--- src/sv/grr_pkg.sv ---
package grr_pkg;

  localparam int unsigned MAX_GLYPH_WIDTH = 16;
  localparam int unsigned QUEUE_DEPTH     = 2;

  localparam int unsigned GLYPH_BITS_W = 16;
  localparam int unsigned ATTR_W       = 8;
  localparam int unsigned COORD_W      = 12;
  localparam int unsigned PIXEL_W      = 32;
  localparam int unsigned FMT_W        = 3;
  localparam int unsigned GWIDTH_W     = 5;
  localparam int unsigned CFG_IDX_W    = 2;
  localparam int unsigned CFG_DATA_W   = 5;

  localparam logic [GWIDTH_W-1:0] GWIDTH_RESET = 5'd8;

  typedef enum logic [FMT_W-1:0] {
    FMT_BGRA32 = 3'd0,
    FMT_RGBA32 = 3'd1,
    FMT_RGB24  = 3'd2,
    FMT_RGB565 = 3'd3,
    FMT_RGB555 = 3'd4
  } pix_fmt_e;

  typedef enum logic [CFG_IDX_W-1:0] {
    REG_PIXEL_FORMAT = 2'd0,
    REG_GLYPH_WIDTH  = 2'd1
  } cfg_reg_e;

  // One classified glyph row as it travels from the front to the back.
  typedef struct packed {
    logic [GLYPH_BITS_W-1:0] glyph_bits;
    logic [PIXEL_W-1:0]      fg_word;
    logic [PIXEL_W-1:0]      bg_word;
    logic                    fg_we;
    logic                    bg_we;
    logic [COORD_W-1:0]      cell_x;
    logic [COORD_W-1:0]      row_y;
    logic [GWIDTH_W-1:0]     count;
  } grr_item_t;

  typedef struct packed {
    logic       ok;
    logic [31:0] word;
  } packed_color_t;

  // Fixed 16-color text palette as {r, g, b}.
  function automatic logic [23:0] palette_rgb(input logic [3:0] idx);
    logic [23:0] rgb;
    unique case (idx)
      4'd0:  rgb = 24'h000000;
      4'd1:  rgb = 24'h0000C0;
      4'd2:  rgb = 24'h00C000;
      4'd3:  rgb = 24'h00C0C0;
      4'd4:  rgb = 24'hC00000;
      4'd5:  rgb = 24'hC000C0;
      4'd6:  rgb = 24'hC08000;
      4'd7:  rgb = 24'hC0C0C0;
      4'd8:  rgb = 24'h808080;
      4'd9:  rgb = 24'h0000FF;
      4'd10: rgb = 24'h00FF00;
      4'd11: rgb = 24'h00FFFF;
      4'd12: rgb = 24'hFF0000;
      4'd13: rgb = 24'hFF00FF;
      4'd14: rgb = 24'hFFFF00;
      default: rgb = 24'hFFFFFF;
    endcase
    return rgb;
  endfunction

  // Packs a palette color into a little-endian pixel word.
  function automatic packed_color_t pack_color(input logic [FMT_W-1:0] fmt,
                                               input logic [3:0] idx);
    packed_color_t res;
    logic [23:0]   rgb;
    logic [7:0]    r;
    logic [7:0]    g;
    logic [7:0]    b;
    rgb = palette_rgb(idx);
    r   = rgb[23:16];
    g   = rgb[15:8];
    b   = rgb[7:0];
    res.ok = 1'b1;
    unique case (fmt)
      FMT_BGRA32: res.word = {8'hFF, r, g, b};
      FMT_RGBA32: res.word = {8'hFF, b, g, r};
      FMT_RGB24:  res.word = {8'h00, b, g, r};
      FMT_RGB565: res.word = {16'h0000, r[7:3], g[7:2], b[7:3]};
      FMT_RGB555: res.word = {16'h0000, 1'b0, r[7:3], g[7:3], b[7:3]};
      default: begin
        res.ok   = 1'b0;
        res.word = '0;
      end
    endcase
    return res;
  endfunction

endpackage

--- src/sv/grr_front.sv ---
module grr_front import grr_pkg::*; #(
  parameter int unsigned MaxGlyphWidth = MAX_GLYPH_WIDTH
) (
  input  logic                    clk_i,
  input  logic                    rst_ni,
  input  logic                    cfg_valid_i,
  output logic                    cfg_ready_o,
  input  logic [CFG_IDX_W-1:0]    cfg_index_i,
  input  logic [CFG_DATA_W-1:0]   cfg_data_i,
  input  logic                    start_i,
  input  logic                    full_i,
  input  logic [GLYPH_BITS_W-1:0] glyph_bits_i,
  input  logic [ATTR_W-1:0]       attribute_i,
  input  logic                    draw_background_i,
  input  logic [COORD_W-1:0]      cell_x_i,
  input  logic [COORD_W-1:0]      row_y_i,
  output logic                    push_o,
  output grr_item_t               item_o
);

  logic [FMT_W-1:0]    fmt_q;
  logic [GWIDTH_W-1:0] gwidth_q;
  logic [GWIDTH_W-1:0] width_eff;
  packed_color_t       fg;
  packed_color_t       bg;

  assign cfg_ready_o = 1'b1;

  always_ff @(posedge clk_i or negedge rst_ni) begin
    if (!rst_ni) begin
      fmt_q    <= FMT_W'(FMT_BGRA32);
      gwidth_q <= GWIDTH_RESET;
    end else if (cfg_valid_i) begin
      if (cfg_index_i == REG_PIXEL_FORMAT) begin
        fmt_q <= cfg_data_i[FMT_W-1:0];
      end else if (cfg_index_i == REG_GLYPH_WIDTH) begin
        gwidth_q <= cfg_data_i[GWIDTH_W-1:0];
      end
    end
  end

  always_comb begin
    if (gwidth_q == '0) begin
      width_eff = GWIDTH_W'(1);
    end else if (gwidth_q > GWIDTH_W'(MaxGlyphWidth)) begin
      width_eff = GWIDTH_W'(MaxGlyphWidth);
    end else begin
      width_eff = gwidth_q;
    end
  end

  assign fg = pack_color(fmt_q, attribute_i[3:0]);
  assign bg = pack_color(fmt_q, {1'b0, attribute_i[6:4]});

  assign push_o = start_i && !full_i;

  always_comb begin
    item_o.glyph_bits = glyph_bits_i;
    item_o.fg_word    = fg.word;
    item_o.bg_word    = bg.word;
    item_o.fg_we      = fg.ok;
    item_o.bg_we      = bg.ok && draw_background_i;
    item_o.cell_x     = cell_x_i;
    item_o.row_y      = row_y_i;
    item_o.count      = width_eff;
  end

endmodule

--- src/sv/grr_queue.sv ---
module grr_queue import grr_pkg::*; #(
  parameter int unsigned Depth = QUEUE_DEPTH
) (
  input  logic      clk_i,
  input  logic      rst_ni,
  input  logic      push_i,
  input  grr_item_t item_i,
  output logic      full_o,
  input  logic      pop_i,
  output logic      valid_o,
  output grr_item_t item_o
);

  localparam int unsigned PtrW = (Depth > 1) ? $clog2(Depth) : 1;
  localparam int unsigned CntW = $clog2(Depth + 1);

  grr_item_t        mem_q [Depth];
  logic [PtrW-1:0]  wr_ptr_q;
  logic [PtrW-1:0]  rd_ptr_q;
  logic [CntW-1:0]  count_q;

  function automatic logic [PtrW-1:0] ptr_inc(input logic [PtrW-1:0] p);
    return (p == PtrW'(Depth - 1)) ? '0 : p + PtrW'(1);
  endfunction

  assign full_o  = (count_q == CntW'(Depth));
  assign valid_o = (count_q != '0);
  assign item_o  = mem_q[rd_ptr_q];

  always_ff @(posedge clk_i) begin
    if (push_i) begin
      mem_q[wr_ptr_q] <= item_i;
    end
  end

  always_ff @(posedge clk_i or negedge rst_ni) begin
    if (!rst_ni) begin
      wr_ptr_q <= '0;
      rd_ptr_q <= '0;
      count_q  <= '0;
    end else begin
      if (push_i) begin
        wr_ptr_q <= ptr_inc(wr_ptr_q);
      end
      if (pop_i) begin
        rd_ptr_q <= ptr_inc(rd_ptr_q);
      end
      if (push_i && !pop_i) begin
        count_q <= count_q + CntW'(1);
      end else if (pop_i && !push_i) begin
        count_q <= count_q - CntW'(1);
      end
    end
  end

endmodule

--- src/sv/grr_back.sv ---
module grr_back import grr_pkg::*; #(
  parameter int unsigned MaxGlyphWidth = MAX_GLYPH_WIDTH
) (
  input  logic                 clk_i,
  input  logic                 rst_ni,
  input  logic                 valid_i,
  input  grr_item_t            item_i,
  output logic                 pop_o,
  output logic                 result_valid_o,
  output logic [COORD_W-1:0]   pixel_x_o,
  output logic [COORD_W-1:0]   pixel_y_o,
  output logic [PIXEL_W-1:0]   pixel_value_o,
  output logic                 write_enable_o,
  output logic                 last_in_row_o
);

  localparam int unsigned CntW = $clog2(MaxGlyphWidth + 1);

  logic                    active_q;
  logic [GLYPH_BITS_W-1:0] shift_q;
  logic [CntW-1:0]         cnt_q;
  logic [COORD_W-1:0]      x_q;
  logic [COORD_W-1:0]      y_q;
  logic [PIXEL_W-1:0]      fg_q;
  logic [PIXEL_W-1:0]      bg_q;
  logic                    fg_we_q;
  logic                    bg_we_q;
  logic                    last;
  logic                    pix_set;
  logic                    pix_we;

  logic                    out_valid_q;
  logic [COORD_W-1:0]      out_x_q;
  logic [COORD_W-1:0]      out_y_q;
  logic [PIXEL_W-1:0]      out_value_q;
  logic                    out_we_q;
  logic                    out_last_q;

  assign last    = (cnt_q == CntW'(1));
  assign pop_o   = valid_i && (!active_q || last);
  assign pix_set = shift_q[GLYPH_BITS_W-1];
  assign pix_we  = pix_set ? fg_we_q : bg_we_q;

  always_ff @(posedge clk_i or negedge rst_ni) begin
    if (!rst_ni) begin
      active_q    <= 1'b0;
      out_valid_q <= 1'b0;
    end else begin
      out_valid_q <= active_q;
      if (pop_o) begin
        active_q <= 1'b1;
      end else if (active_q && last) begin
        active_q <= 1'b0;
      end
    end
  end

  always_ff @(posedge clk_i) begin
    if (pop_o) begin
      shift_q <= item_i.glyph_bits;
      cnt_q   <= CntW'(item_i.count);
      x_q     <= item_i.cell_x;
      y_q     <= item_i.row_y;
      fg_q    <= item_i.fg_word;
      bg_q    <= item_i.bg_word;
      fg_we_q <= item_i.fg_we;
      bg_we_q <= item_i.bg_we;
    end else if (active_q) begin
      shift_q <= {shift_q[GLYPH_BITS_W-2:0], 1'b0};
      cnt_q   <= cnt_q - CntW'(1);
      x_q     <= x_q + COORD_W'(1);
    end
    if (active_q) begin
      out_x_q     <= x_q;
      out_y_q     <= y_q;
      out_we_q    <= pix_we;
      out_value_q <= pix_we ? (pix_set ? fg_q : bg_q) : '0;
      out_last_q  <= last;
    end
  end

  assign result_valid_o = out_valid_q;
  assign pixel_x_o      = out_x_q;
  assign pixel_y_o      = out_y_q;
  assign pixel_value_o  = out_value_q;
  assign write_enable_o = out_we_q;
  assign last_in_row_o  = out_last_q;

endmodule

--- src/sv/glyph_row_rasterizer.sv ---
// Glyph row rasterizer: turns one row of a text-mode character glyph into a
// stream of packed pixels, one pixel per clock cycle.
// Input channel: a row is transferred at a rising edge where start_i is high
// and busy_o is low. It carries the 16-bit glyph row (leftmost pixel in the
// top bit), the text attribute, the draw-background flag and the position.
// Configuration channel: cfg_index_i selects the pixel format (index 0) or
// the glyph width (index 1); a write is taken whenever cfg_valid_i is high,
// since cfg_ready_o is tied high. Other indexes are ignored. Write only while
// the block is idle.
// Result channel: each pixel appears for exactly one cycle with
// result_valid_o high; the receiver cannot stall the stream.
// A transferred row is stored in the queue and loaded into the back-end
// emitter; each pixel then passes the output register. The single pixel
// emitter draws one row at a time, one pixel for each column of the glyph
// width (8 by default). A two-entry queue lets new rows be transferred while
// the current one is drawn, and consecutive rows come out without gaps.
// busy_o is high while the queue is full. Reset clears the queue and the
// emitter and restores BGRA32 and a width of eight pixels.
module glyph_row_rasterizer import grr_pkg::*; #(
  parameter int unsigned MaxGlyphWidth = MAX_GLYPH_WIDTH,
  parameter int unsigned QueueDepth    = QUEUE_DEPTH
) (
  input  logic                    clk_i,
  input  logic                    rst_ni,
  input  logic                    cfg_valid_i,
  output logic                    cfg_ready_o,
  input  logic [CFG_IDX_W-1:0]    cfg_index_i,
  input  logic [CFG_DATA_W-1:0]   cfg_data_i,
  input  logic                    start_i,
  output logic                    busy_o,
  input  logic [GLYPH_BITS_W-1:0] glyph_bits_i,
  input  logic [ATTR_W-1:0]       attribute_i,
  input  logic                    draw_background_i,
  input  logic [COORD_W-1:0]      cell_x_i,
  input  logic [COORD_W-1:0]      row_y_i,
  output logic                    result_valid_o,
  output logic [COORD_W-1:0]      pixel_x_o,
  output logic [COORD_W-1:0]      pixel_y_o,
  output logic [PIXEL_W-1:0]      pixel_value_o,
  output logic                    write_enable_o,
  output logic                    last_in_row_o
);

  logic      push;
  logic      full;
  logic      pop;
  logic      q_valid;
  grr_item_t push_item;
  grr_item_t head_item;

  assign busy_o = full;

  // The front end holds the configuration, clamps the width and converts
  // both attribute colors to pixel words as the row is transferred.
  grr_front #(
    .MaxGlyphWidth(MaxGlyphWidth)
  ) u_front (
    .clk_i            (clk_i),
    .rst_ni           (rst_ni),
    .cfg_valid_i      (cfg_valid_i),
    .cfg_ready_o      (cfg_ready_o),
    .cfg_index_i      (cfg_index_i),
    .cfg_data_i       (cfg_data_i),
    .start_i          (start_i),
    .full_i           (full),
    .glyph_bits_i     (glyph_bits_i),
    .attribute_i      (attribute_i),
    .draw_background_i(draw_background_i),
    .cell_x_i         (cell_x_i),
    .row_y_i          (row_y_i),
    .push_o           (push),
    .item_o           (push_item)
  );

  // Short queue of classified rows between the two halves.
  grr_queue #(
    .Depth(QueueDepth)
  ) u_queue (
    .clk_i  (clk_i),
    .rst_ni (rst_ni),
    .push_i (push),
    .item_i (push_item),
    .full_o (full),
    .pop_i  (pop),
    .valid_o(q_valid),
    .item_o (head_item)
  );

  // The back end walks the row one pixel per cycle and loads the next row
  // in the same cycle as it emits the last pixel of the current one.
  grr_back #(
    .MaxGlyphWidth(MaxGlyphWidth)
  ) u_back (
    .clk_i         (clk_i),
    .rst_ni        (rst_ni),
    .valid_i       (q_valid),
    .item_i        (head_item),
    .pop_o         (pop),
    .result_valid_o(result_valid_o),
    .pixel_x_o     (pixel_x_o),
    .pixel_y_o     (pixel_y_o),
    .pixel_value_o (pixel_value_o),
    .write_enable_o(write_enable_o),
    .last_in_row_o (last_in_row_o)
  );

endmodule

--- config.mk ---
export PLATFORM = sky130hd
export DESIGN_NAME = glyph_row_rasterizer
export DESIGN_NICKNAME = d
export VERILOG_FILES = /design/src/sv/grr_pkg.sv /design/src/sv/grr_front.sv /design/src/sv/grr_queue.sv /design/src/sv/grr_back.sv /design/src/sv/glyph_row_rasterizer.sv
export SDC_FILE = /design/constraint.sdc
export NUM_CORES = 1
export LEC_CHECK = 0
export BUFFER_PORTS_ARGS = -buffer_cell sky130_fd_sc_hd__buf_2
export CAP_MARGIN = 20
export CELL_PAD_IN_SITES_DETAIL_PLACEMENT = 2
export CELL_PAD_IN_SITES_GLOBAL_PLACEMENT = 2
export CORE_MARGIN = 5
export CORE_UTILIZATION = 30
export DETAILED_ROUTE_END_ITERATION = 10
export GPL_ROUTABILITY_DRIVEN = 0
export PLACE_DENSITY = 0.62
export SETUP_SLACK_MARGIN = 0.2
export SLEW_MARGIN = 10
export SYNTH_ARGS = -nofsm -noshare
export SYNTH_HDL_FRONTEND = slang
export SYNTH_SLANG_ARGS = --single-unit
--- constraint.sdc ---
create_clock -name clk_i -period 8.4 [get_ports clk_i]
set_clock_uncertainty 0.15 [all_clocks]
set_input_delay 0.42 -clock clk_i [delete_from_list [all_inputs] [get_ports clk_i]]
set_output_delay 0.42 -clock clk_i [all_outputs]
set_load 0.01 [all_outputs]
==> run metrics, run 1 <==
Core Util, Final=37.3%; Via Count=5834; Die Y=200 um; H-tree lvl count=1; post-CTS sizing=0; CP max stage cell=buf_4; Avg WL per Cell=between 15 and 20 um; r2r endpoint=u_back.shift_q[8]; syn_nets=711; crit path cell chain=inv_1, ha_1, or4b_4, a21oi_4, buf_4, a21oi_1; cts hold-fix bufs=47; crit end category=flop; CTS buffer count=30; Peak VDD IR=0.000157 V; Clock Latency Late Sink=~550 ps; status=finished clean; reg2reg start=u_back.cnt_q[1]; Core Rows=69; sequential cell area fraction in the yosys report=76.2%; Hold WS=87.1 ps; Final Hold Fails=0; Slew @ Worst Pin=1020 ps; Worst path top cell family by delay=buffers and inverters; worst slack at placement=approximately 5100 ps; Storage cell area=approximately 0.0082 mm2; Setup TNS=0 ps; Netlist cell types=45; Iter 0 DRT Violations=between 200 and 300; layout cell share with drive strength beyond 1=between 20% and 30%; design area=0.0132 mm2; Synth async-reset ratio=between 5 and 6%; post-route ant nets=0; Slew Limit Fails=0; postcts setup bufs=0; final worst slack=approximately 5200 ps; FF+latch count, synth=276; Root Driver=clkbuf_16; PwrDens=336 mW/mm2; Final Critical Period=approximately 3200 ps; worst min-delay path category=primary input to flop; Critical Path AT=3310 ps; post-synth top area cell=edfxtp_1; GRT Resource Usage Total=12.0%; RSZ-0062 raised after global routing=false; Clock transition at path regs=60 ps; worst hold path cell count=4; MaxCap Viol Count=0; Int Pwr=around 3.2 mW; input/output buffers=118; io pins=121; crit path max fanout=between 70 and 80; number of global-route vias before repair=approximately 6500; Switching Share=slightly below 30%; Min-Delay Startpoint=cfg_index_i[1]; WS Path Type=flop to flop; largest net degree at the start of global routing=80; final setup violation count=0; CTS tree=yes; CP peak stage delay=around 890 ps; final wirelength=24300 um; final net count=just under 900; DRC violation count after routing=0; clock network fraction of design power=28.8%; Avg Cell Area, Syn=roughly 17 um2; area occupied by multi-input gates=0.00228 mm2; sequential share of power=49.3%; die width=roughly 200 um; Max Root-Sink Buffers=3; Area growth syn-to-layout=22.6%; GRT Residual Overflow=0; Vias per Instance=approximately 4.5; Reg2Reg Depth=6; net switching power=between 1 and 1.5 mW; Layout fillers=~3500; drt first pass iters=4; worst rel slew slack=a little under a third; Synth Instances=~650; Logic pwr share=a little over a fifth; cell leakage power=between 4 and 5 nW; Syn Std Cell Area=approximately 0.011 mm2; count of flip-flops with a built-in enable after synthesis=262; flop2flop setup slack=just over 5000 ps; clk sinks=roughly 280; global-route wire length before repair=37500 um; top cells by area, synth=edfxtp_1 73%, mux2_2 5.0%, mux2i_1 4.5%; initial antenna violation count=0; Initial Util=a little under a third; die area=roughly 0.040 mm2; Worst Hold Path EP=u_front.fmt_q[0]; most numerous cell in the Yosys netlist=edfxtp_1; top cells by count, synth=262 x edfxtp_1, 54 x nor2_1, 48 x mux2_2, 48 x mux2i_1, 35 x a21oi_1; fin crit share=38.3%; ys flop type=edfxtp_1; post-synth top area share=~73%; number of buffers and inverters on the critical path=2; CP Launch Type=flop; Cell Area, Placed=about 0.012 mm2; Yosys warnings=0; Final HPWL DP=between 15000 and 20000 um; fmax=311 MHz; Placeable Area=0.0355 mm2; Worst EP required=around 8500 ps
cells in the final DEF, fill, tap and decap left out, types with 3 or more instances in the layout:
cell / netlist / final
a21oi_1: 35 / 35
clkinvlp_4: 0 / 3
mux2_2: 48 / 48
nand3_1: 6 / 6
xnor2_1: 10 / 10
nor3b_1: 4 / 4
clkinv_2: 0 / 7
buf_4: 18 / 6
clkinv_1: 0 / 9
ha_1: 4 / 4
nand2_1: 17 / 17
mux2i_1: 48 / 48
dlygate4sd3_1: 0 / 47
a22oi_1: 3 / 3
xor2_1: 8 / 8
nor3_1: 7 / 7
and2_1: 6 / 6
buf_2: 6 / 118
dfrtp_1: 13 / 11
o22ai_1: 5 / 5
inv_1: 13 / 13
nor2b_1: 9 / 9
and3_1: 8 / 7
nor2_1: 54 / 53
a22o_1: 6 / 6
bufinv_16: 0 / 3
edfxtp_1: 262 / 262
clkbuf_16: 0 / 30
o21ai_0: 13 / 13
worst register-to-register path, stage by stage, from the launching register on:
cell      delay (ps)
edfxtp_1         380
inv_1             90
ha_1             140
or4b_4           500
a21oi_4          580
buf_4            900
a21oi_1          190
kinds of logic after synthesis:
| family | synth area share [%] |
|---|---|
| AO/OA/AOI/OAI | 4.34 |
| XOR/XNOR | 1.46 |
| adder cells (fa/ha/maj) | 0.464 |
| buffers and inverters | 2.75 |
| flip-flops | 76.2 |
| multiplexers | 9.47 |
| other | 0.0348 |
| AND/OR/NAND/NOR | 5.23 |
final cells by class:
| type | count | area share [%] |
|---|---|---|
| sequential | 276 | 62.2 |
| multi-input combinational | 314 | 17.2 |
| timing repair buffer | 172 | 8.52 |
| clock buffer | 32 | 5.74 |
| tap | 461 | 4.36 |
| clock inverter | 24 | 1.56 |
| inverter | 13 | 0.369 |
| antenna | 1 | 0.0189 |
flip-flops by register name, summed over array words and instances, names as in the netlist, 2 cells and up:
| register | count |
|---|---|
| u_back.pixel_value_o | 17 |
| u_queue.count_q | 2 |
| u_back.y_q | 12 |
| u_back.bg_q | 9 |
| u_back.shift_q | 16 |
| u_back.x_q | 12 |
| u_back.pixel_y_o | 12 |
| u_front.gwidth_q | 5 |
| u_back.cnt_q | 5 |
| u_front.fmt_q | 3 |
| u_back.pixel_x_o | 12 |
| u_back.fg_q | 17 |
| u_queue.mem_q | 146 |
per-layer routing:
| metal | global-route usage (%) | vias to the layer above | routed length, um |
|---|---|---|---|
| met4 | 2.42 | 0 | 361 |
| met1 | 15.5 | 2963 | 10600 |
| met5 | 0 | - | 0 |
| li1 | - | 2741 | - |
| met2 | 21.4 | 100 | 12300 |
| met3 | 2.14 | 30 | 1070 |
power groups by stage:
stage                     logic, mW  clock network (mW)  registers (mW)
after global routing           1.08                1.39            2.24
after detailed placement      0.973                   0            2.23
final                         0.972                1.28            2.19
after global placement        0.950                   0            2.21
after CTS                      1.00                1.33            2.20
after floorplan               0.657                   0            2.19
per-stage QoR:
step                total power [mW]  cells
detailed placement              3.20   1188
global placement                3.16   1188
CTS                             4.53   1291
floorplan                       2.85    647
finish                          4.44   1293
global route                    4.70   1292
worst max-delay path by stage:
| stage | from | depth (start not counted) | end |
|---|---|---|---|
| detailed placement | u_back.cnt_q[1] | 6 | u_back.shift_q[15] |
| global placement | u_back.cnt_q[1] | 6 | u_back.cnt_q[1] |
| floorplan | u_queue.count_q[0] | 3 | u_queue.mem_q[0][0] |
| global route | u_back.cnt_q[1] | 7 | u_back.shift_q[14] |
| finish | u_back.cnt_q[1] | 6 | u_back.shift_q[8] |
| CTS | u_back.cnt_q[1] | 7 | u_back.shift_q[14] |
Note: power is estimated with default switching activity, not from simulation.
==> run 2: changes to the inputs <==
--- a/config.mk
+++ b/config.mk
@@ -5,6 +5,7 @@
 export SDC_FILE = /design/constraint.sdc
 export NUM_CORES = 1
 export LEC_CHECK = 0
+export ABC_AREA = 1
 export BUFFER_PORTS_ARGS = -buffer_cell sky130_fd_sc_hd__buf_2
 export CAP_MARGIN = 20
 export CELL_PAD_IN_SITES_DETAIL_PLACEMENT = 2
@@ -13,7 +14,7 @@
 export CORE_UTILIZATION = 30
 export DETAILED_ROUTE_END_ITERATION = 10
 export GPL_ROUTABILITY_DRIVEN = 0
-export PLACE_DENSITY = 0.62
+export PLACE_DENSITY = 0.64
 export SETUP_SLACK_MARGIN = 0.2
 export SLEW_MARGIN = 10
 export SYNTH_ARGS = -nofsm -noshare
==> constraint.sdc (replaced) <==
create_clock -name clk_i -period 3.15 [get_ports clk_i]
set_clock_uncertainty 0.15 [all_clocks]
set_input_delay 0.1575 -clock clk_i [delete_from_list [all_inputs] [get_ports clk_i]]
set_output_delay 0.1575 -clock clk_i [all_outputs]
set_load 0.01 [all_outputs]
==> run metrics, run 2 <==
post-CTS sizing=0 (unchanged); Iter 0 DRT Violations=221 (-21%); initial antenna violation count=0 (unchanged); CP Launch Type=flop; fin crit share=75.1% (+37 points); die area=0.0402 mm2 (+0.97%); largest net degree at the start of global routing=49 (-39%); Max Root-Sink Buffers=3 (unchanged); final non-filler cell total=1472 (+14%); top cells by area, synth=edfxtp_1 72%, nand2_1 8.5%, dfrtp_1 3.0%; Yosys warnings=0 (unchanged); CP peak stage delay=650 ps (-240 ps); final wirelength=25200 um (+3.6%); final net count=1053 (+21%); CTS buffer count=30 (unchanged); CTS tree=yes; Root Driver=clkbuf_16; Worst path top cell family by delay=compound AO/OA/AOI/OAI gates; most common cell after layout, fill and taps aside=edfxtp_1; syn_nets=870 (+22%); postcts setup bufs=0 (unchanged); Worst EP required=3410 ps (-5080 ps); worst rel slew slack=33.5% (+1.6 points); Avg Cell Area, Syn=13.5 um2 (-19%); Slew @ Worst Pin=997 ps (-25.1 ps); Synth Instances=806 (+25%); post-route ant nets=0 (unchanged); top cells by count, synth=262 x edfxtp_1, 248 x nand2_1, 63 x inv_1, 32 x nor2_1, 26 x mux2i_1; Layout fillers=3683 (+5.7%); Biggest register=u_queue.mem_q; count of flip-flops with a built-in enable after synthesis=262 (unchanged); Final Critical Period=2360 ps (-855 ps); Initial Util=30.5% (+0.088 points); post-synth top area share=72.2% (-0.74 points); post-synth top area cell=edfxtp_1; io pins=121 (unchanged); drt first pass iters=4 (unchanged); clk sinks=276 (unchanged); input/output buffers=118 (unchanged); fmax=423 MHz (+36%); Final HPWL DP=16600 um (+9.9%); Clock transition at path regs=60 ps (about the same); status=finished clean; FF+latch count, synth=276 (unchanged); GRT Residual Overflow=0 (unchanged); Final Hold Fails=0 (unchanged); Core Rows=69 (unchanged); most frequent cells in the layout=262 x edfxtp_1, 248 x nand2_1, 118 x buf_2; RSZ-0062 raised after global routing=false; max reg flops=146 (unchanged); Slew Limit Fails=0 (unchanged); CP max stage cell=o21ai_0; DRC violation count after routing=0 (unchanged); sequential cell area fraction in the yosys report=75.5% (-0.77 points); Syn Std Cell Area=0.0109 mm2 (+1.0%); number of global-route vias before repair=7259 (+11%); PwrDens=886 mW/mm2 (+160%); Synth async-reset ratio=5.07% (unchanged); cell mode on critical path=o21ai_0; die width=201 um (+0.48%); Critical Path AT=2620 ps (-690 ps); worst min-delay path category=primary input to flop; Area growth syn-to-layout=23.0%; Hold WS=19.9 ps (-67.2 ps); Peak VDD IR=0.000455 V (+190%); placed cells=1359 (+14%); Setup TNS=0 ps (unchanged); crit path max fanout=5 (-94%); GRT Resource Usage Total=12.4% (+0.35 points); crit path cell chain=o21ai_0, inv_1, ha_1, a21oi_1, o21ai_0, xor2_1; H-tree lvl count=1 (unchanged); Antenna diodes=0 (-1); Die Y=201 um (+0.48%); Vias per Instance=4.42 (-2.1%); layout cell share with drive strength beyond 1=21.0% (-6.2 points); crit end category=flop; ys flop type=edfxtp_1; final setup violation count=0 (unchanged); number of buffers and inverters on the critical path=1 (-1); most numerous cell in the Yosys netlist=edfxtp_1; cell leakage power=5.52 nW (+13%); Via Count=6500 (+11%); Clock Latency Late Sink=550 ps (about the same); global-route wire length before repair=40300 um (+7.3%); Avg WL per Cell=17.1 um (-9.0%); WS Path Type=flop to flop; MaxCap Viol Count=0 (unchanged); Netlist cell types=38 (-16%); Placeable Area=0.0357 mm2 (+0.73%)
run 2: what timing repair did:
item | in CTS | in global routing
hold endpoints to repair | 134 | 0
hold buffers | 59 | 0
setup endpoints to repair | 0 | 0
run 2: final timing paths:
| check | from | endpoint | slack (ps) | cells after the start |
|---|---|---|---|---|
| worst min register to register | u_back.y_q[0] | u_back.pixel_y_o[0] | 270 | 0 |
| worst max register to register | u_queue.count_q[0] | u_queue.count_q[1] | 790 | 6 |
| min in group asynchronous | rst_ni | u_front.gwidth_q[3] | 530 | 3 |
| worst max-delay path | u_queue.count_q[0] | u_queue.count_q[1] | 790 | 6 |
| max in group asynchronous | rst_ni | u_queue.rd_ptr_q | 1130 | 4 |
| worst min-delay path | attribute_i[1] | u_queue.mem_q[1][72] | 20 | 5 |
run 2: kinds of logic after synthesis:
| kind of cell | share of synthesized area (%) |
|---|---|
| other | 0.0344 |
| buffers and inverters | 4.77 |
| DFF | 75.5 |
| AOI/OAI and AO/OA | 3.81 |
| xor gates and xnor gates | 0.724 |
| adders and majority gates | 0.460 |
| muxes | 3.11 |
| and+or+nand+nor | 11.6 |
run 2: power by group:
group	internal, mW	switching [mW]
Sequential	5.38	0.485
Clock	1.88	1.36
Combinational	0.950	1.82
run 2: through the flow:
step | area (um2) | utilization, % | setup WS [ps] | total power [mW]
global route | 13400 | 37.5 | 607 | 12.7
finish | 13400 | 37.5 | 785 | 11.9
floorplan | 10900 | - | 31.0 | 7.75
detailed placement | 11900 | 33.3 | 812 | 8.77
CTS | 13400 | 37.5 | 748 | 12.1
global placement | 11900 | 33.3 | 941 | 8.58
run 2: worst reg2reg max path: stages (launching register included):
cell     delay, ps
dfrtp_1        430
o21ai_0        650
inv_1          190
ha_1           370
a21oi_1        150
o21ai_0        140
xor2_1         160
run 2: layout make-up:
| cell class | count | area (um2) | share of cell area (%) |
|---|---|---|---|
| inverters | 64 | 240 | 1.79 |
| flip-flops and latches | 276 | 8220 | 61.4 |
| multi-input cells | 429 | 2170 | 16.2 |
| well taps | 461 | 577 | 4.30 |
| clock inverters | 12 | 57.6 | 0.430 |
| repair buffers | 188 | 1280 | 9.52 |
| clock buffers | 42 | 857 | 6.40 |
run 2: routing by layer:
layer	track usage, %	wire length, um	part of all wire [%]
met3	2.00	788	3.1
met1	14.6	10500	42
met2	23.9	13700	54
met4	2.16	265	1.1
met5	0	0	0
==> run 3: changes to the inputs <==
==> constraint.sdc (replaced) <==
create_clock -name clk_i -period 2.4 [get_ports clk_i]
set_clock_uncertainty 0.15 [all_clocks]
set_input_delay 0.12 -clock clk_i [delete_from_list [all_inputs] [get_ports clk_i]]
set_output_delay 0.12 -clock clk_i [all_outputs]
set_load 0.01 [all_outputs]
==> run metrics, run 3 (same netlist as run 2, synthesis figures left out) <==
status=finished clean; die area=0.0402 mm2 (unchanged); Via Count=6579 (+1.2%); Slew Limit Fails=0 (unchanged); CTS buffer count=30 (unchanged); cell mode on critical path=dlygate4sd3_1; Switching Share=30.7% (-0.22 points); most frequent cells in the layout=262 x edfxtp_1, 247 x nand2_1, 118 x buf_2; final setup violation count=0 (unchanged); met3 routed WL=861 um (+9.3%); Root Driver=clkbuf_16; net switching power=4.90 mW (+34%); max reg flops=146 (unchanged); RSZ-0062 raised after global routing=false; crit end category=flop; Peak VDD IR=0.000565 V (+24%); WS Path Type=primary input to flop; Metal-1 WL=10900 um (+3.9%); Logic pwr share=23.8% (+0.5 points); CP peak stage delay=570 ps (-80 ps); clock network fraction of design power=28.2% (+0.9 points); Int Pwr=11.1 mW (+35%); worst min-delay path category=primary input to flop; Max Root-Sink Buffers=3 (unchanged); cell leakage power=5.62 nW (+1.7%); Initial Util=30.5% (unchanged); worst rel slew slack=36.1% (+2.6 points); Antenna diodes=0 (unchanged); layout cell share with drive strength beyond 1=22.2% (+1.2 points); GRT Resource Usage Total=12.6% (+0.25 points); Area growth syn-to-layout=25.1%; GRT Residual Overflow=0 (unchanged); design area=0.0136 mm2 (+1.7%); crit path max fanout=5 (unchanged); CP Launch Type=primary input; Clock transition at path regs=50 ps (about the same); Biggest register=u_queue.mem_q; CP max stage cell=dlygate4sd3_1; Iter 0 DRT Violations=277 (+25%); Critical Path AT=2370 ps (-250 ps); PwrDens=1170 mW/mm2 (+33%); Final HPWL DP=16400 um (-1.0%); Core Rows=69 (unchanged); CTS tree=yes; fmax=slightly below 500 MHz; Layout fillers=3682 (-0.027%); Vias per Instance=4.43 (+0.33%); Placeable Area=0.0357 mm2 (unchanged); Avg WL per Cell=17.3 um (+1.0%); crit path cell chain=dlygate4sd3_1, buf_2, nand3b_1, nor2_1, dlygate4sd3_1, a21oi_1, dlygate4sd3_1; Max Used Layer=met4; clk sinks=276 (unchanged); input/output buffers=118 (unchanged); Die Y=201 um (unchanged); Slew @ Worst Pin=959 ps (-38.1 ps); post-route ant nets=0 (unchanged); most common cell after layout, fill and taps aside=edfxtp_1; global-route wire length before repair=41300 um (+2.4%); sequential share of power=47.9% (-1.5 points); DRC violation count after routing=0 (unchanged); final net count=1065 (+1.1%); wire length on met2=13600 um (-0.51%); number of global-route vias before repair=7392 (+1.8%); Cell Area, Placed=0.0120 mm2 (+0.54%); Final Hold Fails=0 (unchanged); final wirelength=25700 um (+1.9%); fin crit share=a little under nine tenths; MaxCap Viol Count=0 (unchanged); die width=201 um (unchanged); io pins=121 (unchanged); Final Critical Period=2060 ps; drt first pass iters=4 (unchanged); Setup TNS=0 ps (unchanged); largest net degree at the start of global routing=49 (unchanged); Core Util, Final=38.1% (+0.62 points); initial antenna violation count=0 (unchanged); Clock Latency Late Sink=540 ps (about the same); Worst EP required=2700 ps (-710 ps); H-tree lvl count=1 (unchanged)
## run 3: changes by cell type in the layout (fill, tap and decap cells not counted), sizes merged
cell / before / now
buf: 129 / 134
bufinv: 0 / 3
clkbuf: 42 / 38
clkinv: 11 / 13
dlygate4sd3: 59 / 66
## run 3: critical path: cells and delay by family
kind | cells | cell delay [ps]
buf+inv | 4 | 1770
simple gates | 2 | 430
compound gates | 1 | 40
## run 3: timing repair
item | in CTS | in global routing
gates resized for setup | 0 | 6
hold endpoints to repair | 140 | 0
buffers inserted | 0 | 3
setup endpoints to repair | 0 | 6
hold buffers | 66 | 0
## run 3: power groups by stage
stage / clock (mW) / combinational, mW / sequential, mW
after floorplan: 0 / 2.49 / 7.70
after global placement: 0 / 3.68 / 7.70
after detailed placement: 0 / 3.82 / 7.78
after CTS: 4.67 / 3.95 / 7.69
after global routing: 4.87 / 4.32 / 7.82
final: 4.52 / 3.81 / 7.66
## run 3: final cells by class
type	count	area [um2]	share of cell area (%)
clock buffers	38	812	5.96
clock inverters	17	160	1.18
inverters	64	243	1.78
multi-input cells	429	2180	16.0
flip-flops and latches	276	8230	60.4
well taps	461	577	4.23
repair buffers	200	1420	10.4
## run 3: path summary, 6_finish.rpt
| check | cells after the start | slack [ps] | startpoint | end |
|---|---|---|---|---|
| setup / recovery | 7 | 340 | cfg_index_i[1] | u_front.gwidth_q[3] |
| hold / removal | 4 | 120 | cfg_index_i[0] | u_front.gwidth_q[4] |
| setup reg to reg | 6 | 390 | u_front.fmt_q[2] | u_queue.mem_q[0][66] |
| hold reg to reg | 0 | 270 | u_back.y_q[5] | u_back.pixel_y_o[5] |
| max in group asynchronous | 4 | 370 | rst_ni | u_queue.rd_ptr_q |
| min in group asynchronous | 3 | 510 | rst_ni | u_front.gwidth_q[3] |
## run 3: per-stage QoR
stage | power [mW] | setup slack [ps] | hold WS [ps] | cells
after floorplan | 10.2 | 184 | -326 | 806
after global placement | 11.4 | 294 | -70.8 | 1361
after detailed placement | 11.6 | 258 | -77.2 | 1361
after CTS | 16.3 | 239 | 22.8 | 1482
after global routing | 17.0 | 201 | 121 | 1485
final | 16.0 | 339 | 116 | 1485
## run 3: routing by layer
| metal | vias up | track usage (%) |
|---|---|---|
| li1 | 3154 | - |
| met1 | 3307 | 15.2 |
| met2 | 91 | 23.8 |
| met3 | 27 | 2.15 |
| met4 | 0 | 2.46 |
| met5 | - | 0 |
